$ cat src/hw/rtl/aslt_pkg.sv
// aslt_pkg: shared constants, codes and the queue entry type of the
// ambient sound level tracker. No dependencies.
package aslt_pkg;

  // coordinate width default, handed to the top level parameter
  localparam int COORD_WIDTH_DEF = 17;

  // configuration port
  localparam int CFG_IDX_W  = 3;
  localparam int CFG_DATA_W = 32;
  localparam int MASK_W     = 32;

  localparam logic [CFG_IDX_W-1:0] CFG_SKY   = 3'd0;
  localparam logic [CFG_IDX_W-1:0] CFG_SOLID = 3'd1;
  localparam logic [CFG_IDX_W-1:0] CFG_WATER = 3'd2;
  localparam logic [CFG_IDX_W-1:0] CFG_SLIME = 3'd3;
  localparam logic [CFG_IDX_W-1:0] CFG_LAVA  = 3'd4;

  localparam logic [MASK_W-1:0] SKY_MASK_RST   = 32'd4;
  localparam logic [MASK_W-1:0] SOLID_MASK_RST = 32'd1;
  localparam logic [MASK_W-1:0] WATER_MASK_RST = 32'd32;
  localparam logic [MASK_W-1:0] SLIME_MASK_RST = 32'd16;
  localparam logic [MASK_W-1:0] LAVA_MASK_RST  = 32'd8;

  // item function codes
  localparam int FUNC_W = 2;
  localparam logic [FUNC_W-1:0] FUNC_LEAF_LO = 2'd0;
  localparam logic [FUNC_W-1:0] FUNC_LEAF_HI = 2'd1;
  localparam logic [FUNC_W-1:0] FUNC_VERTEX  = 2'd2;
  localparam logic [FUNC_W-1:0] FUNC_FINISH  = 2'd3;

  // sound classes
  localparam int CLASS_W = 2;
  localparam int NUM_CLASSES = 4;
  localparam logic [CLASS_W-1:0] CLASS_WATER = 2'd0;
  localparam logic [CLASS_W-1:0] CLASS_SKY   = 2'd1;
  localparam logic [CLASS_W-1:0] CLASS_SLIME = 2'd2;
  localparam logic [CLASS_W-1:0] CLASS_LAVA  = 2'd3;

  // distance and volume
  localparam int DIST_W  = 11;
  localparam int LEVEL_W = 8;
  localparam logic [DIST_W-1:0]  NEAR_LIMIT  = 11'd128;
  localparam logic [DIST_W-1:0]  FAR_LIMIT   = 11'd1024;
  localparam logic [LEVEL_W-1:0] FULL_VOLUME = 8'd255;

  // queue between front and back
  localparam int QUEUE_DEPTH = 4;
  localparam int QPTR_W = $clog2(QUEUE_DEPTH);
  localparam int QCNT_W = $clog2(QUEUE_DEPTH + 1);

  typedef struct packed {
    logic               fin;   // finish leaf, emit levels
    logic [CLASS_W-1:0] cls;   // class of a closed surface
    logic [DIST_W-1:0]  gap;   // saturated surface gap
  } aslt_op_t;

endpackage

$ cat src/hw/rtl/aslt_in_if.sv
// aslt_in_if: input item channel of the ambient sound level tracker.
// Depends on aslt_pkg.
interface aslt_in_if #(
  parameter int COORD_WIDTH = aslt_pkg::COORD_WIDTH_DEF
) ();
  import aslt_pkg::*;

  logic                          valid;
  logic                          ready;
  logic [FUNC_W-1:0]             func;
  logic signed [COORD_WIDTH-1:0] x_coord;
  logic signed [COORD_WIDTH-1:0] y_coord;
  logic signed [COORD_WIDTH-1:0] z_coord;
  logic [MASK_W-1:0]             contents;
  logic                          last_vertex;

  modport source (
    output valid, func, x_coord, y_coord, z_coord, contents, last_vertex,
    input  ready
  );

  modport sink (
    input  valid, func, x_coord, y_coord, z_coord, contents, last_vertex,
    output ready
  );

endinterface

$ cat src/hw/rtl/aslt_out_if.sv
// aslt_out_if: result item channel carrying the four sound levels.
// Depends on aslt_pkg.
interface aslt_out_if ();
  import aslt_pkg::*;

  logic               valid;
  logic               ready;
  logic [LEVEL_W-1:0] water_level;
  logic [LEVEL_W-1:0] sky_level;
  logic [LEVEL_W-1:0] slime_level;
  logic [LEVEL_W-1:0] lava_level;

  modport source (
    output valid, water_level, sky_level, slime_level, lava_level,
    input  ready
  );

  modport sink (
    input  valid, water_level, sky_level, slime_level, lava_level,
    output ready
  );

endinterface

$ cat src/hw/rtl/aslt_queue.sv
// aslt_queue: short queue of classified operations between front and back.
// Depends on aslt_pkg.
module aslt_queue (
  input  logic                      clk,
  input  logic                      rst,
  input  logic                      push,
  input  aslt_pkg::aslt_op_t        push_op,
  input  logic                      pop,
  output aslt_pkg::aslt_op_t        pop_op,
  output logic                      not_empty,
  output logic [aslt_pkg::QCNT_W-1:0] count
);
  import aslt_pkg::*;

  aslt_op_t          entries [QUEUE_DEPTH];
  logic [QPTR_W-1:0] wr_ptr;
  logic [QPTR_W-1:0] rd_ptr;

  // pointers and fill count
  always_ff @(posedge clk) begin
    if (rst) begin
      wr_ptr <= '0;
      rd_ptr <= '0;
      count  <= '0;
    end else begin
      if (push) wr_ptr <= wr_ptr + 1'b1;
      if (pop)  rd_ptr <= rd_ptr + 1'b1;
      count <= count + QCNT_W'(push) - QCNT_W'(pop);
    end
  end

  // entry storage
  always_ff @(posedge clk) begin
    if (push) entries[wr_ptr] <= push_op;
  end

  assign pop_op    = entries[rd_ptr];
  assign not_empty = (count != '0);

  a_no_overflow: assert property (@(posedge clk) disable iff (rst)
    push |-> (count != QCNT_W'(QUEUE_DEPTH) || pop))
    else $error("queue push while full");

  a_no_underflow: assert property (@(posedge clk) disable iff (rst)
    pop |-> count != '0)
    else $error("queue pop while empty");

endmodule

$ cat src/hw/rtl/aslt_front.sv
// aslt_front: accepts items, holds the leaf and surface boxes and the masks,
// classifies closed surfaces and measures their gap. Depends on aslt_pkg.
module aslt_front #(
  parameter int COORD_WIDTH = aslt_pkg::COORD_WIDTH_DEF
) (
  input  logic                          clk,
  input  logic                          rst,
  input  logic                          cfg_we,
  input  logic [aslt_pkg::CFG_IDX_W-1:0]  cfg_index,
  input  logic [aslt_pkg::CFG_DATA_W-1:0] cfg_data,
  aslt_in_if.sink                       items,
  input  logic [aslt_pkg::QCNT_W-1:0]     q_count,
  output logic                          push,
  output aslt_pkg::aslt_op_t            push_op
);
  import aslt_pkg::*;

  localparam int GAP_W = COORD_WIDTH + 1;

  // configuration masks
  logic [MASK_W-1:0] sky_mask, solid_mask, water_mask, slime_mask, lava_mask;

  // leaf and surface boxes
  logic signed [COORD_WIDTH-1:0] leaf_lo [3];
  logic signed [COORD_WIDTH-1:0] leaf_hi [3];
  logic signed [COORD_WIDTH-1:0] surf_lo [3];
  logic signed [COORD_WIDTH-1:0] surf_hi [3];
  logic                          surf_open;

  // gap stage registers
  logic                          a_vld;
  logic                          a_fin;
  logic [CLASS_W-1:0]            a_cls;
  logic signed [COORD_WIDTH-1:0] a_surf_lo [3];
  logic signed [COORD_WIDTH-1:0] a_surf_hi [3];
  logic signed [COORD_WIDTH-1:0] a_leaf_lo [3];
  logic signed [COORD_WIDTH-1:0] a_leaf_hi [3];

  logic                          take;
  logic signed [COORD_WIDTH-1:0] pt [3];
  logic signed [COORD_WIDTH-1:0] new_lo [3];
  logic signed [COORD_WIDTH-1:0] new_hi [3];
  logic                          cls_hit;
  logic [CLASS_W-1:0]            cls;
  logic [GAP_W-1:0]              gap_axis [3];
  logic [GAP_W-1:0]              gap_max;

  // room for one more item: queue plus the item in the gap stage
  assign items.ready = (q_count + QCNT_W'(a_vld)) < QCNT_W'(QUEUE_DEPTH);
  assign take        = items.valid && items.ready;

  assign pt[0] = items.x_coord;
  assign pt[1] = items.y_coord;
  assign pt[2] = items.z_coord;

  // grow the surface box, or start it on a first vertex
  always_comb begin
    for (int l = 0; l < 3; l++) begin
      if (!surf_open) begin
        new_lo[l] = pt[l];
        new_hi[l] = pt[l];
      end else begin
        new_lo[l] = (pt[l] < surf_lo[l]) ? pt[l] : surf_lo[l];
        new_hi[l] = (pt[l] > surf_hi[l]) ? pt[l] : surf_hi[l];
      end
    end
  end

  // classify content flags, sky first, solid surfaces dropped
  always_comb begin
    cls_hit = 1'b1;
    cls     = CLASS_SKY;
    if (|(items.contents & sky_mask)) begin
      cls = CLASS_SKY;
    end else if (|(items.contents & solid_mask)) begin
      cls_hit = 1'b0;
    end else if (|(items.contents & water_mask)) begin
      cls = CLASS_WATER;
    end else if (|(items.contents & slime_mask)) begin
      cls = CLASS_SLIME;
    end else if (|(items.contents & lava_mask)) begin
      cls = CLASS_LAVA;
    end else begin
      cls_hit = 1'b0;
    end
  end

  // control state and masks
  always_ff @(posedge clk) begin
    if (rst) begin
      sky_mask   <= SKY_MASK_RST;
      solid_mask <= SOLID_MASK_RST;
      water_mask <= WATER_MASK_RST;
      slime_mask <= SLIME_MASK_RST;
      lava_mask  <= LAVA_MASK_RST;
      for (int l = 0; l < 3; l++) begin
        leaf_lo[l] <= '0;
        leaf_hi[l] <= '0;
      end
      surf_open <= 1'b0;
      a_vld     <= 1'b0;
    end else begin
      if (cfg_we) begin
        case (cfg_index)
          CFG_SKY:   sky_mask   <= cfg_data;
          CFG_SOLID: solid_mask <= cfg_data;
          CFG_WATER: water_mask <= cfg_data;
          CFG_SLIME: slime_mask <= cfg_data;
          CFG_LAVA:  lava_mask  <= cfg_data;
          default: ;
        endcase
      end
      a_vld <= 1'b0;
      if (take) begin
        case (items.func)
          FUNC_LEAF_LO: begin
            for (int l = 0; l < 3; l++) leaf_lo[l] <= pt[l];
          end
          FUNC_LEAF_HI: begin
            for (int l = 0; l < 3; l++) leaf_hi[l] <= pt[l];
          end
          FUNC_VERTEX: begin
            surf_open <= !items.last_vertex;
            a_vld     <= items.last_vertex && cls_hit;
          end
          FUNC_FINISH: begin
            surf_open <= 1'b0;
            a_vld     <= 1'b1;
          end
          default: ;
        endcase
      end
    end
  end

  // surface box and gap stage payload
  always_ff @(posedge clk) begin
    if (take && items.func == FUNC_VERTEX) begin
      for (int l = 0; l < 3; l++) begin
        surf_lo[l] <= new_lo[l];
        surf_hi[l] <= new_hi[l];
      end
    end
    if (take) begin
      a_fin <= (items.func == FUNC_FINISH);
      a_cls <= cls;
      for (int l = 0; l < 3; l++) begin
        a_surf_lo[l] <= new_lo[l];
        a_surf_hi[l] <= new_hi[l];
        a_leaf_lo[l] <= leaf_lo[l];
        a_leaf_hi[l] <= leaf_hi[l];
      end
    end
  end

  // per-axis overhang beyond the leaf box, then the largest
  always_comb begin
    for (int l = 0; l < 3; l++) begin
      if (a_surf_hi[l] > a_leaf_hi[l]) begin
        gap_axis[l] = GAP_W'(a_surf_hi[l]) - GAP_W'(a_leaf_hi[l]);
      end else if (a_surf_lo[l] < a_leaf_lo[l]) begin
        gap_axis[l] = GAP_W'(a_leaf_lo[l]) - GAP_W'(a_surf_lo[l]);
      end else begin
        gap_axis[l] = '0;
      end
    end
    gap_max = gap_axis[0];
    for (int l = 1; l < 3; l++) begin
      if (gap_axis[l] > gap_max) gap_max = gap_axis[l];
    end
  end

  // queue entry, gap saturated at the far limit
  assign push        = a_vld;
  assign push_op.fin = a_fin;
  assign push_op.cls = a_cls;
  assign push_op.gap = (gap_max >= GAP_W'(FAR_LIMIT)) ? FAR_LIMIT : gap_max[DIST_W-1:0];

  a_credit: assert property (@(posedge clk) disable iff (rst)
    (q_count + QCNT_W'(a_vld)) <= QCNT_W'(QUEUE_DEPTH))
    else $error("front overran queue space");

endmodule

$ cat src/hw/rtl/aslt_back.sv
// aslt_back: keeps the nearest distance per class and emits the levels on
// finish through an output register. Depends on aslt_pkg.
module aslt_back (
  input  logic               clk,
  input  logic               rst,
  input  logic               q_vld,
  input  aslt_pkg::aslt_op_t q_op,
  output logic               pop,
  aslt_out_if.source         levels
);
  import aslt_pkg::*;

  logic [DIST_W-1:0]  class_dist [NUM_CLASSES];
  logic               out_vld;
  logic [LEVEL_W-1:0] water_q, sky_q, slime_q, lava_q;

  // volume from distance: full when near, 255*(1024-d)/1024, zero at far
  function automatic logic [LEVEL_W-1:0] volume(input logic [DIST_W-1:0] d);
    logic [DIST_W-1:0]     r;
    logic [DIST_W+LEVEL_W-1:0] prod;
    r    = FAR_LIMIT - d;
    prod = {r, {LEVEL_W{1'b0}}} - {{LEVEL_W{1'b0}}, r};
    if (d < NEAR_LIMIT) begin
      volume = FULL_VOLUME;
    end else if (d < FAR_LIMIT) begin
      volume = prod[DIST_W+LEVEL_W-2 -: LEVEL_W];
    end else begin
      volume = '0;
    end
  endfunction

  // a finish waits for the output register to be free
  assign pop = q_vld && (!q_op.fin || !out_vld || levels.ready);

  // distances and output valid
  always_ff @(posedge clk) begin
    if (rst) begin
      for (int c = 0; c < NUM_CLASSES; c++) class_dist[c] <= FAR_LIMIT;
      out_vld <= 1'b0;
    end else begin
      if (levels.ready) out_vld <= 1'b0;
      if (pop) begin
        if (q_op.fin) begin
          for (int c = 0; c < NUM_CLASSES; c++) class_dist[c] <= FAR_LIMIT;
          out_vld <= 1'b1;
        end else if (q_op.gap < class_dist[q_op.cls]) begin
          class_dist[q_op.cls] <= q_op.gap;
        end
      end
    end
  end

  // result payload
  always_ff @(posedge clk) begin
    if (pop && q_op.fin) begin
      water_q <= volume(class_dist[CLASS_WATER]);
      sky_q   <= volume(class_dist[CLASS_SKY]);
      slime_q <= volume(class_dist[CLASS_SLIME]);
      lava_q  <= volume(class_dist[CLASS_LAVA]);
    end
  end

  assign levels.valid       = out_vld;
  assign levels.water_level = water_q;
  assign levels.sky_level   = sky_q;
  assign levels.slime_level = slime_q;
  assign levels.lava_level  = lava_q;

  a_dist_bound: assert property (@(posedge clk) disable iff (rst)
    !(class_dist[CLASS_WATER] > FAR_LIMIT || class_dist[CLASS_SKY] > FAR_LIMIT ||
      class_dist[CLASS_SLIME] > FAR_LIMIT || class_dist[CLASS_LAVA] > FAR_LIMIT))
    else $error("class distance above far limit");

  a_finish_clears: assert property (@(posedge clk) disable iff (rst)
    (pop && q_op.fin) |=> (class_dist[CLASS_WATER] == FAR_LIMIT &&
                          class_dist[CLASS_SKY] == FAR_LIMIT &&
                          class_dist[CLASS_SLIME] == FAR_LIMIT &&
                          class_dist[CLASS_LAVA] == FAR_LIMIT))
    else $error("distances not cleared after finish");

endmodule

$ cat src/hw/rtl/ambient_sound_level_tracker.sv
// ambient_sound_level_tracker: top level, front classifier, queue, back.
// A finish item passes the gap stage register and the queue before the output register shows its levels.
// Throughput: one item per cycle; the front stalls only when four operations wait
// in the queue and the gap stage together, i.e. when the levels output is held.
// Reset (synchronous, active high): masks to defaults, leaf box to zero,
// no surface open, every class distance at 1024, queue and output empty.
module ambient_sound_level_tracker #(
  parameter int COORD_WIDTH = aslt_pkg::COORD_WIDTH_DEF
) (
  input  logic                            clk,
  input  logic                            rst,
  input  logic                            cfg_we,
  input  logic [aslt_pkg::CFG_IDX_W-1:0]  cfg_index,
  input  logic [aslt_pkg::CFG_DATA_W-1:0] cfg_data,
  aslt_in_if.sink                         items,
  aslt_out_if.source                      levels
);
  import aslt_pkg::*;

  logic              push;
  aslt_op_t          push_op;
  logic              pop;
  aslt_op_t          pop_op;
  logic              q_vld;
  logic [QCNT_W-1:0] q_count;

  // accept, box tracking and gap measurement
  aslt_front #(.COORD_WIDTH(COORD_WIDTH)) u_front (
    .clk       (clk),
    .rst       (rst),
    .cfg_we    (cfg_we),
    .cfg_index (cfg_index),
    .cfg_data  (cfg_data),
    .items     (items),
    .q_count   (q_count),
    .push      (push),
    .push_op   (push_op)
  );

  // decoupling queue
  aslt_queue u_queue (
    .clk       (clk),
    .rst       (rst),
    .push      (push),
    .push_op   (push_op),
    .pop       (pop),
    .pop_op    (pop_op),
    .not_empty (q_vld),
    .count     (q_count)
  );

  // distance tracking and level output
  aslt_back u_back (
    .clk    (clk),
    .rst    (rst),
    .q_vld  (q_vld),
    .q_op   (pop_op),
    .pop    (pop),
    .levels (levels)
  );

endmodule

$ cat src/flat_wrapper.sv
// flat-port wrapper written by rule: the top's interface ports become plain ports
module ambient_sound_level_tracker_flat import aslt_pkg::*;
#(
  parameter int COORD_WIDTH = aslt_pkg::COORD_WIDTH_DEF
)
  (clk, rst, cfg_we, cfg_index, cfg_data, items_valid, items_func, items_x_coord, items_y_coord, items_z_coord, items_contents, items_last_vertex, items_ready, levels_valid, levels_water_level, levels_sky_level, levels_slime_level, levels_lava_level, levels_ready);
  aslt_in_if #(.COORD_WIDTH(COORD_WIDTH)) items_i ();
  aslt_out_if levels_i ();
  input  logic clk;
  input  logic rst;
  input  logic cfg_we;
  input  logic [aslt_pkg::CFG_IDX_W-1:0] cfg_index;
  input  logic [aslt_pkg::CFG_DATA_W-1:0] cfg_data;
  input wire logic [$bits(items_i.valid)-1:0] items_valid;
  input wire logic [$bits(items_i.func)-1:0] items_func;
  input wire logic [$bits(items_i.x_coord)-1:0] items_x_coord;
  input wire logic [$bits(items_i.y_coord)-1:0] items_y_coord;
  input wire logic [$bits(items_i.z_coord)-1:0] items_z_coord;
  input wire logic [$bits(items_i.contents)-1:0] items_contents;
  input wire logic [$bits(items_i.last_vertex)-1:0] items_last_vertex;
  output wire logic [$bits(items_i.ready)-1:0] items_ready;
  output wire logic [$bits(levels_i.valid)-1:0] levels_valid;
  output wire logic [$bits(levels_i.water_level)-1:0] levels_water_level;
  output wire logic [$bits(levels_i.sky_level)-1:0] levels_sky_level;
  output wire logic [$bits(levels_i.slime_level)-1:0] levels_slime_level;
  output wire logic [$bits(levels_i.lava_level)-1:0] levels_lava_level;
  input wire logic [$bits(levels_i.ready)-1:0] levels_ready;
  assign items_i.valid = items_valid;
  assign items_i.func = items_func;
  assign items_i.x_coord = items_x_coord;
  assign items_i.y_coord = items_y_coord;
  assign items_i.z_coord = items_z_coord;
  assign items_i.contents = items_contents;
  assign items_i.last_vertex = items_last_vertex;
  assign items_ready = items_i.ready;
  assign levels_valid = levels_i.valid;
  assign levels_water_level = levels_i.water_level;
  assign levels_sky_level = levels_i.sky_level;
  assign levels_slime_level = levels_i.slime_level;
  assign levels_lava_level = levels_i.lava_level;
  assign levels_i.ready = levels_ready;
  ambient_sound_level_tracker #(.COORD_WIDTH(COORD_WIDTH)) u_core (.clk(clk), .rst(rst), .cfg_we(cfg_we), .cfg_index(cfg_index), .cfg_data(cfg_data), .items(items_i), .levels(levels_i));
endmodule
$ cat config.mk
export PLATFORM = sky130hd
export DESIGN_NAME = ambient_sound_level_tracker_flat
export DESIGN_NICKNAME = d
export VERILOG_FILES = /design/src/hw/rtl/aslt_pkg.sv /design/src/hw/rtl/aslt_in_if.sv /design/src/hw/rtl/aslt_out_if.sv /design/src/hw/rtl/aslt_queue.sv /design/src/hw/rtl/aslt_front.sv /design/src/hw/rtl/aslt_back.sv /design/src/hw/rtl/ambient_sound_level_tracker.sv /design/src/flat_wrapper.sv
export SDC_FILE = /design/constraint.sdc
export NUM_CORES = 2
export LEC_CHECK = 0
export ABC_AREA = 1
export ABC_CLOCK_PERIOD_IN_PS = 13100
export BUFFER_PORTS_ARGS = -buffer_cell sky130_fd_sc_hd__buf_2
export CAP_MARGIN = 20
export CORE_ASPECT_RATIO = 0.75
export CORE_UTILIZATION = 34
export CTS_CLUSTER_SIZE = 25
export DETAILED_ROUTE_END_ITERATION = 10
export GPL_ROUTABILITY_DRIVEN = 0
export MAX_ROUTING_LAYER = met4
export PLACE_DENSITY = 0.59
export SETUP_SLACK_MARGIN = 0.15
export SLEW_MARGIN = 20
export SYNTH_ARGS = -nofsm -noshare
export SYNTH_HDL_FRONTEND = slang
export SYNTH_SLANG_ARGS = --single-unit
$ cat constraint.sdc
create_clock -name clk -period 13.1 [get_ports clk]
set_input_delay 1.965 -clock clk [delete_from_list [all_inputs] [get_ports clk]]
set_output_delay 1.965 -clock clk [all_outputs]
set_load 0.02 [all_outputs]
* Word level (Yosys, flattened, before mapping)
Memories as Yosys holds them, arrays and structs flattened. A register that Yosys moved wholly into a read port is not among the register bits.
Index checks and enable logic that the tools add are counted.
** Word-level totals
- Memory bits (writable) :: 508
- Memories kept :: 10
- Register bits :: 205
- Output and inout bits :: 34
- Logic and storage cells :: 201
** Operators by class
- Multiplexer cells :: 78
- Reductions and logical operators :: 29
- Add/sub/neg operators :: 18
- Bitwise gates (word level) :: 16
- Magnitude comparators :: 25
- Equal/unequal tests :: 7
** Memories
- u_core.u_queue.entries :: depth 4, bits a word 14, rd ports 1, clocked after Yosys merged registers in 1, wr ports 1, RTL line aslt_queue.sv:15 : aslt_op_t entries [QUEUE_DEPTH];
- u_core.u_front.a_leaf_hi :: depth 3, bits a word 17, rd ports 3, clocked after Yosys merged registers in 0, wr ports 3, RTL line aslt_front.sv:37 : logic signed [COORD_WIDTH-1:0] a_leaf_hi [3];
- u_core.u_front.a_leaf_lo :: depth 3, bits a word 17, rd ports 3, clocked after Yosys merged registers in 0, wr ports 3, RTL line aslt_front.sv:36 : logic signed [COORD_WIDTH-1:0] a_leaf_lo [3];
- u_core.u_front.a_surf_hi :: depth 3, bits a word 17, rd ports 3, clocked after Yosys merged registers in 0, wr ports 3, RTL line aslt_front.sv:35 : logic signed [COORD_WIDTH-1:0] a_surf_hi [3];
- u_core.u_front.a_surf_lo :: depth 3, bits a word 17, rd ports 3, clocked after Yosys merged registers in 0, wr ports 3, RTL line aslt_front.sv:34 : logic signed [COORD_WIDTH-1:0] a_surf_lo [3];
- u_core.u_front.leaf_hi :: depth 3, bits a word 17, rd ports 3, clocked after Yosys merged registers in 0, wr ports 3, RTL line aslt_front.sv:25 : logic signed [COORD_WIDTH-1:0] leaf_hi [3];
- 4 more memories
** Operator list (number)
- 17-bit two-way mux :: 18
- 32-bit AND :: 5
- 32-bit OR reduction :: 5
- 18-bit two-way mux :: 8
- 17-bit by 17-bit subtractor with 18-bit output :: 6
- 17-bit > comparator :: 6
- 17-bit < comparator :: 6
- 96-bit OR reduction :: 1
- 18-bit by 11-bit subtractor with 18-bit output :: 4
- 11-bit two-way mux :: 6
- 64-bit OR reduction :: 1
- 11-bit < comparator (second input constant) :: 4
- 11-bit by 8-bit < comparator with 1-bit output (second input constant) :: 4
- 11-bit subtractor (first input constant) :: 4
- 18-bit > comparator :: 2
- 1-bit two-way mux :: 35
- 8-bit two-way mux :: 4
- 18-bit by 11-bit >= comparator with 1-bit output (second input constant) :: 1
- 2-bit AND reduction :: 6
- 11-bit < comparator :: 1
- 11-bit OR reduction :: 1
- 2-bit two-way mux :: 5
- 1-bit OR :: 10
- 3-bit by 2-bit == test with 1-bit output (second input constant) :: 2
- 18 further kinds :: 28

* Longest topological paths before layout
An unclocked memory read counts as a cell.
- Depth after elaboration :: 10
- Depth in mapped cells :: 47
- Depth with buffers taken out :: 44

* Modules after synthesis
Synthesis repeated with hierarchy kept, for this count alone.
** Unflattened totals
- Cells, all modules :: 4871
- Area, all modules :: 40955.5 um^2
** By module, submodules not included
- aslt_front :: cells an instance 3809, times used 1, sequential area each 15584.9 um^2, area an instance 32162.1 um^2
- aslt_back :: cells an instance 845, times used 1, sequential area each 2302.2 um^2, area an instance 6037.0 um^2
- aslt_queue :: cells an instance 217, times used 1, sequential area each 1861.8 um^2, area an instance 2756.4 um^2

* Worst setup path before layout
OpenSTA, ideal clock, no wires.
- Path kind :: input port to flip-flop
- Start :: input port items_valid
- End :: memory u_core.u_front.leaf_hi[0][0] in the netlist's numbering, data pin
- Path slack :: 5.479 ns
- Stages on the path :: 5
- Arrival :: 7.479 ns
- Setup time :: 0.142 ns
- Path through :: nand2_1 inv_1 nand4_1 clkbuf_1 nor2_1
** RTL lines
- from (decl) :: RTL line flat_wrapper.sv:14 : input wire logic [$bits(items_i.valid)-1:0] items_valid;
- to (decl) :: RTL line aslt_front.sv:25

==> reports/results.md <==
| Metric | Reported |
| --- | --- |
| Shortest clock period the worst path allows after layout | 7.55 ns |
| Initial Utilization | 34.5% |
| Sinks on Clock Net | 715 |
| Register with the most flip-flops | u_core.u_queue.entries |
| Total number of nets in the final design | 5283 |
| CTS tree | built |
| Share of flip-flops with an asynchronous set or reset | 0% |
| Sort of element at the end of the critical path | register |
| Startpoint of the tightest hold check path | u_core.u_front.leaf_lo[0][23] |
| Pin count of the biggest net entering global routing | 117 |
| Cell area after technology mapping | 40100 µm² |
| DRT iter0 DRCs | 3071 |
| Root cell of the clock tree | clkbuf_16 |
| Max-slew violation count | 0 |
| Overall routing resource usage | 19.2% |
| Die area | 119000 µm² |
| Setup Fix Bufs, Post-CTS | 0 |
| # H-tree levels | 3 |
| Vias in the first global route | 29818 |
| Area share of the largest cell type after synthesis | 40.7% |
| DR vias | 32153 |
| Dpl hpwl | 83400 µm |
| Number of filler cells placed in the layout | 11716 |
| Detail-routed net length per standard cell | 17.2 µm |
| Min Hold Slack | 0.413 ns |
| Count of flip-flops with a built-in enable after synthesis | 543 |
| Final antenna-violating net count | 0 |
| Via density | 4.94 |
| Fin Setup TNS | 0 ns |
| Number of I/O pins | 160 |
| Area added between synthesis and finish | 13.3% |
| Areal power density over the cells | 200 nW/µm² |
| Worst supply voltage drop on vdd | 0.000179 V |
| Number of rows in the core area | 108 |
| Fmax | 133 MHz |
| Register bit total from synthesis | 715 |
| Final setup slack of the worst path | 5.55 ns |
| First-pass GRT wire length | 174000 µm |
| Master of the slowest instance on the critical path | nand2_1 |
| Netlist cell types | 68 |
| Worst-path fanout max | 26 |
| Worst Setup Start Kind | register |
| Nets in the synthesized netlist | 5119 |
| Worst reg-to-reg path cell count | 39 |
| Reg2Reg Setup Slack | 5.55 ns |
| Placement-stage worst setup slack | 5.73 ns |
| Cell type group with the largest total delay on the critical path | simple AND/OR/NAND/NOR gates |
| Global route overflow | 0 |
| Avg Cell Area, Syn | 8.50 µm² |
| Number of instances in the synthesized netlist | 4717 |
| Number of buffers on the longest clock path | 3 |
| Critical Path Stages | 39 |
| Relative slew slack | 32.8% |
| Buf+Inv Stages, Crit Path | 8 |
| Outcome | complete, no violations |
| Library cell appearing most often on the critical path | nand2_1 |
| Sequential share of the synthesized area | 49.2% |
| Part of the cycle the worst path needs | 57.6% |
| Clock buffer count from CTS | 80 |
| Type of the setup path with the least slack | register to register |
| Syn. warnings | 0 |
| Dominant cell type by area after synthesis | edfxtp_1 |
| Critical register-to-register path endpoint | u_core.u_queue.entries[0][0] |
| DRC errors left | 0 |
| Final count of hold timing violations | 0 |
| Flip-flop count of the largest register after layout | 56 |
| Slew at the pin closest to its max-slew limit | 1.01 ns |
| Overall die width | 399 µm |
| Maximum clock skew at final layout | 0.0615 ns |
| Dominant cells by area after synthesis | edfxtp_1 (41%), nand2_1 (9.7%), dfxtp_1 (8.6%) |
| Biggest cell delay along the critical path | 0.55 ns |
| Data arrival time of the critical path | 8.04 ns |
| Clock-pin slew on the worst setup and hold paths | 0.06 ns |
| Endpoint with the worst hold slack | u_core.u_front.a_leaf_lo[0][23] |
| I/O Buffers | 159 |
| LEAKAGE | 0.0203 µW |
| Kind of path behind the tightest hold check | register to register |
| Unrepaired setup endpoints after global routing | false |
| Total power of the final layout | 9100 µW |
| Die span in y | 299 µm |
| Dpl cells | 6339 |
| Wire length after detailed routing | 112000 µm |
| Resized Gates After CTS | 0 |
| Initial antenna violation count | 19 |
| Max-cap violations | 0 |
| Min-Delay Path Depth | 0 |
| First drt pass iteration count | 5 |
| Synth Flop Type | edfxtp_1 |
| Share of post-route cells with drive strength above 1 | 8.72% |
| Clock Latency Late Sink | 0.69 ns |
| Critical register-to-register path startpoint | u_core.u_front.a_surf_lo[0][13] |
| Final Non-Filler Cells | 6503 |
| Area of the core | 116000 µm² |
| Data required time of the critical path | 13.60 ns |
| Hold Buf Count CTS | 0 |
| Endpoints failing setup | 0 |
how the worst max path moves through the flow:
stage | start | to | slack [ns]
floorplan | items_valid | u_core.u_front.leaf_hi[0][0] | 5.48
CTS | u_core.u_front.a_leaf_lo[0][12] | u_core.u_queue.entries[0][0] | 5.71
global placement | u_core.u_front.a_surf_hi[0][17] | u_core.u_queue.entries[0][0] | 5.83
finish | u_core.u_front.a_surf_lo[0][13] | u_core.u_queue.entries[0][0] | 5.55
detailed placement | u_core.u_front.a_surf_hi[0][0] | u_core.u_queue.entries[0][0] | 5.73
global route | u_core.u_front.a_surf_lo[0][13] | u_core.u_queue.entries[0][0] | 4.71
cell families (layout without fill, tap and decap cells):
| kind of cell | Yosys count | count (layout) | synth area share [%] |
|---|---|---|---|
| XOR/XNOR | 84 | 84 | 1.83 |
| flip-flops | 715 | 715 | 49.2 |
| AO/OA/AOI/OAI | 784 | 784 | 11.0 |
| adder cells (fa/ha/maj) | 276 | 276 | 8.72 |
| other | 0 | 19 | 0 |
| AND/OR/NAND/NOR | 2052 | 2052 | 21.5 |
| buffers and inverters | 806 | 1033 | 7.70 |
routing by layer:
layer	wire length, µm	global-route usage, %	up-vias
met3	8440	4.09	150
li1	-	-	16102
met5	0	-	-
met2	46000	26.9	969
met4	2460	4.86	0
met1	55000	27.9	14932
Yosys cell counts, types with 5 or more instances:
cell type,number
nand2_1,1039
inv_1,682
nor2_1,576
edfxtp_1,543
o21ai_0,357
ha_1,270
a21oi_1,236
nand3_1,196
dfxtp_1,172
clkbuf_1,86
nand4_1,60
nor3_1,52
xor2_1,44
xnor2_1,40
o22ai_1,38
o21ai_1,28
a221oi_1,23
nor2_2,20
nand2_2,17
and2_1,16
nand3b_1,15
or2_2,15
nor4_1,13
inv_2,12
o21bai_1,12
a32oi_1,10
buf_2,8
nor3_2,8
o2111ai_1,8
o211ai_1,8
a21o_1,7
a22o_1,7
a31oi_1,7
nand3_2,7
fa_1,6
o22ai_2,6
o31ai_1,6
buf_1,5
nand2_4,5
o21a_1,5
placed cells by master, fill, tap and decap left out, drive strengths merged, types with 7 or more instances in the layout:
cell type,count
xor2,44
a32oi,10
nand2,1062
o211ai,9
and2,16
a21o,7
nand4,62
xnor2,40
a31oi,7
a221oi,23
nor2,596
a21oi,238
nand3b,15
nand3,203
inv,703
edfxtp,543
buf,187
o21ai,388
ha,270
a22o,7
o21bai,12
diode,19
o2111ai,8
nor4,14
nor3,60
clkbuf,98
or2,17
o22ai,44
dfxtp,172
clkinv,33
clkinvlp,7
metrics by stage:
step	cell area (µm²)	util, %
3_5_place_dp	42700	36.7
5_1_grt	45400	39.0
2_1_floorplan	40100	-
3_3_place_gp	42700	36.7
4_1_cts	45400	39.0
6_report	45400	39.0
final cells by class:
class	instances	area, µm²	area share, %
clock inverters	47	546	1.20
repair buffers	187	1010	2.21
multi-input cells	3196	17300	38.1
diodes	19	47.5	0.105
clock buffers	98	2170	4.78
inverters	701	2650	5.83
well taps	1540	1930	4.24
flip-flops and latches	715	19800	43.5
where the power goes:
part	leakage (µW)	internal (µW)	switching, µW
clock network	0.00130	1300	1000
registers	0.00663	2800	143
logic	0.0124	1190	2660
Note: power is estimated with default switching activity, not from simulation.
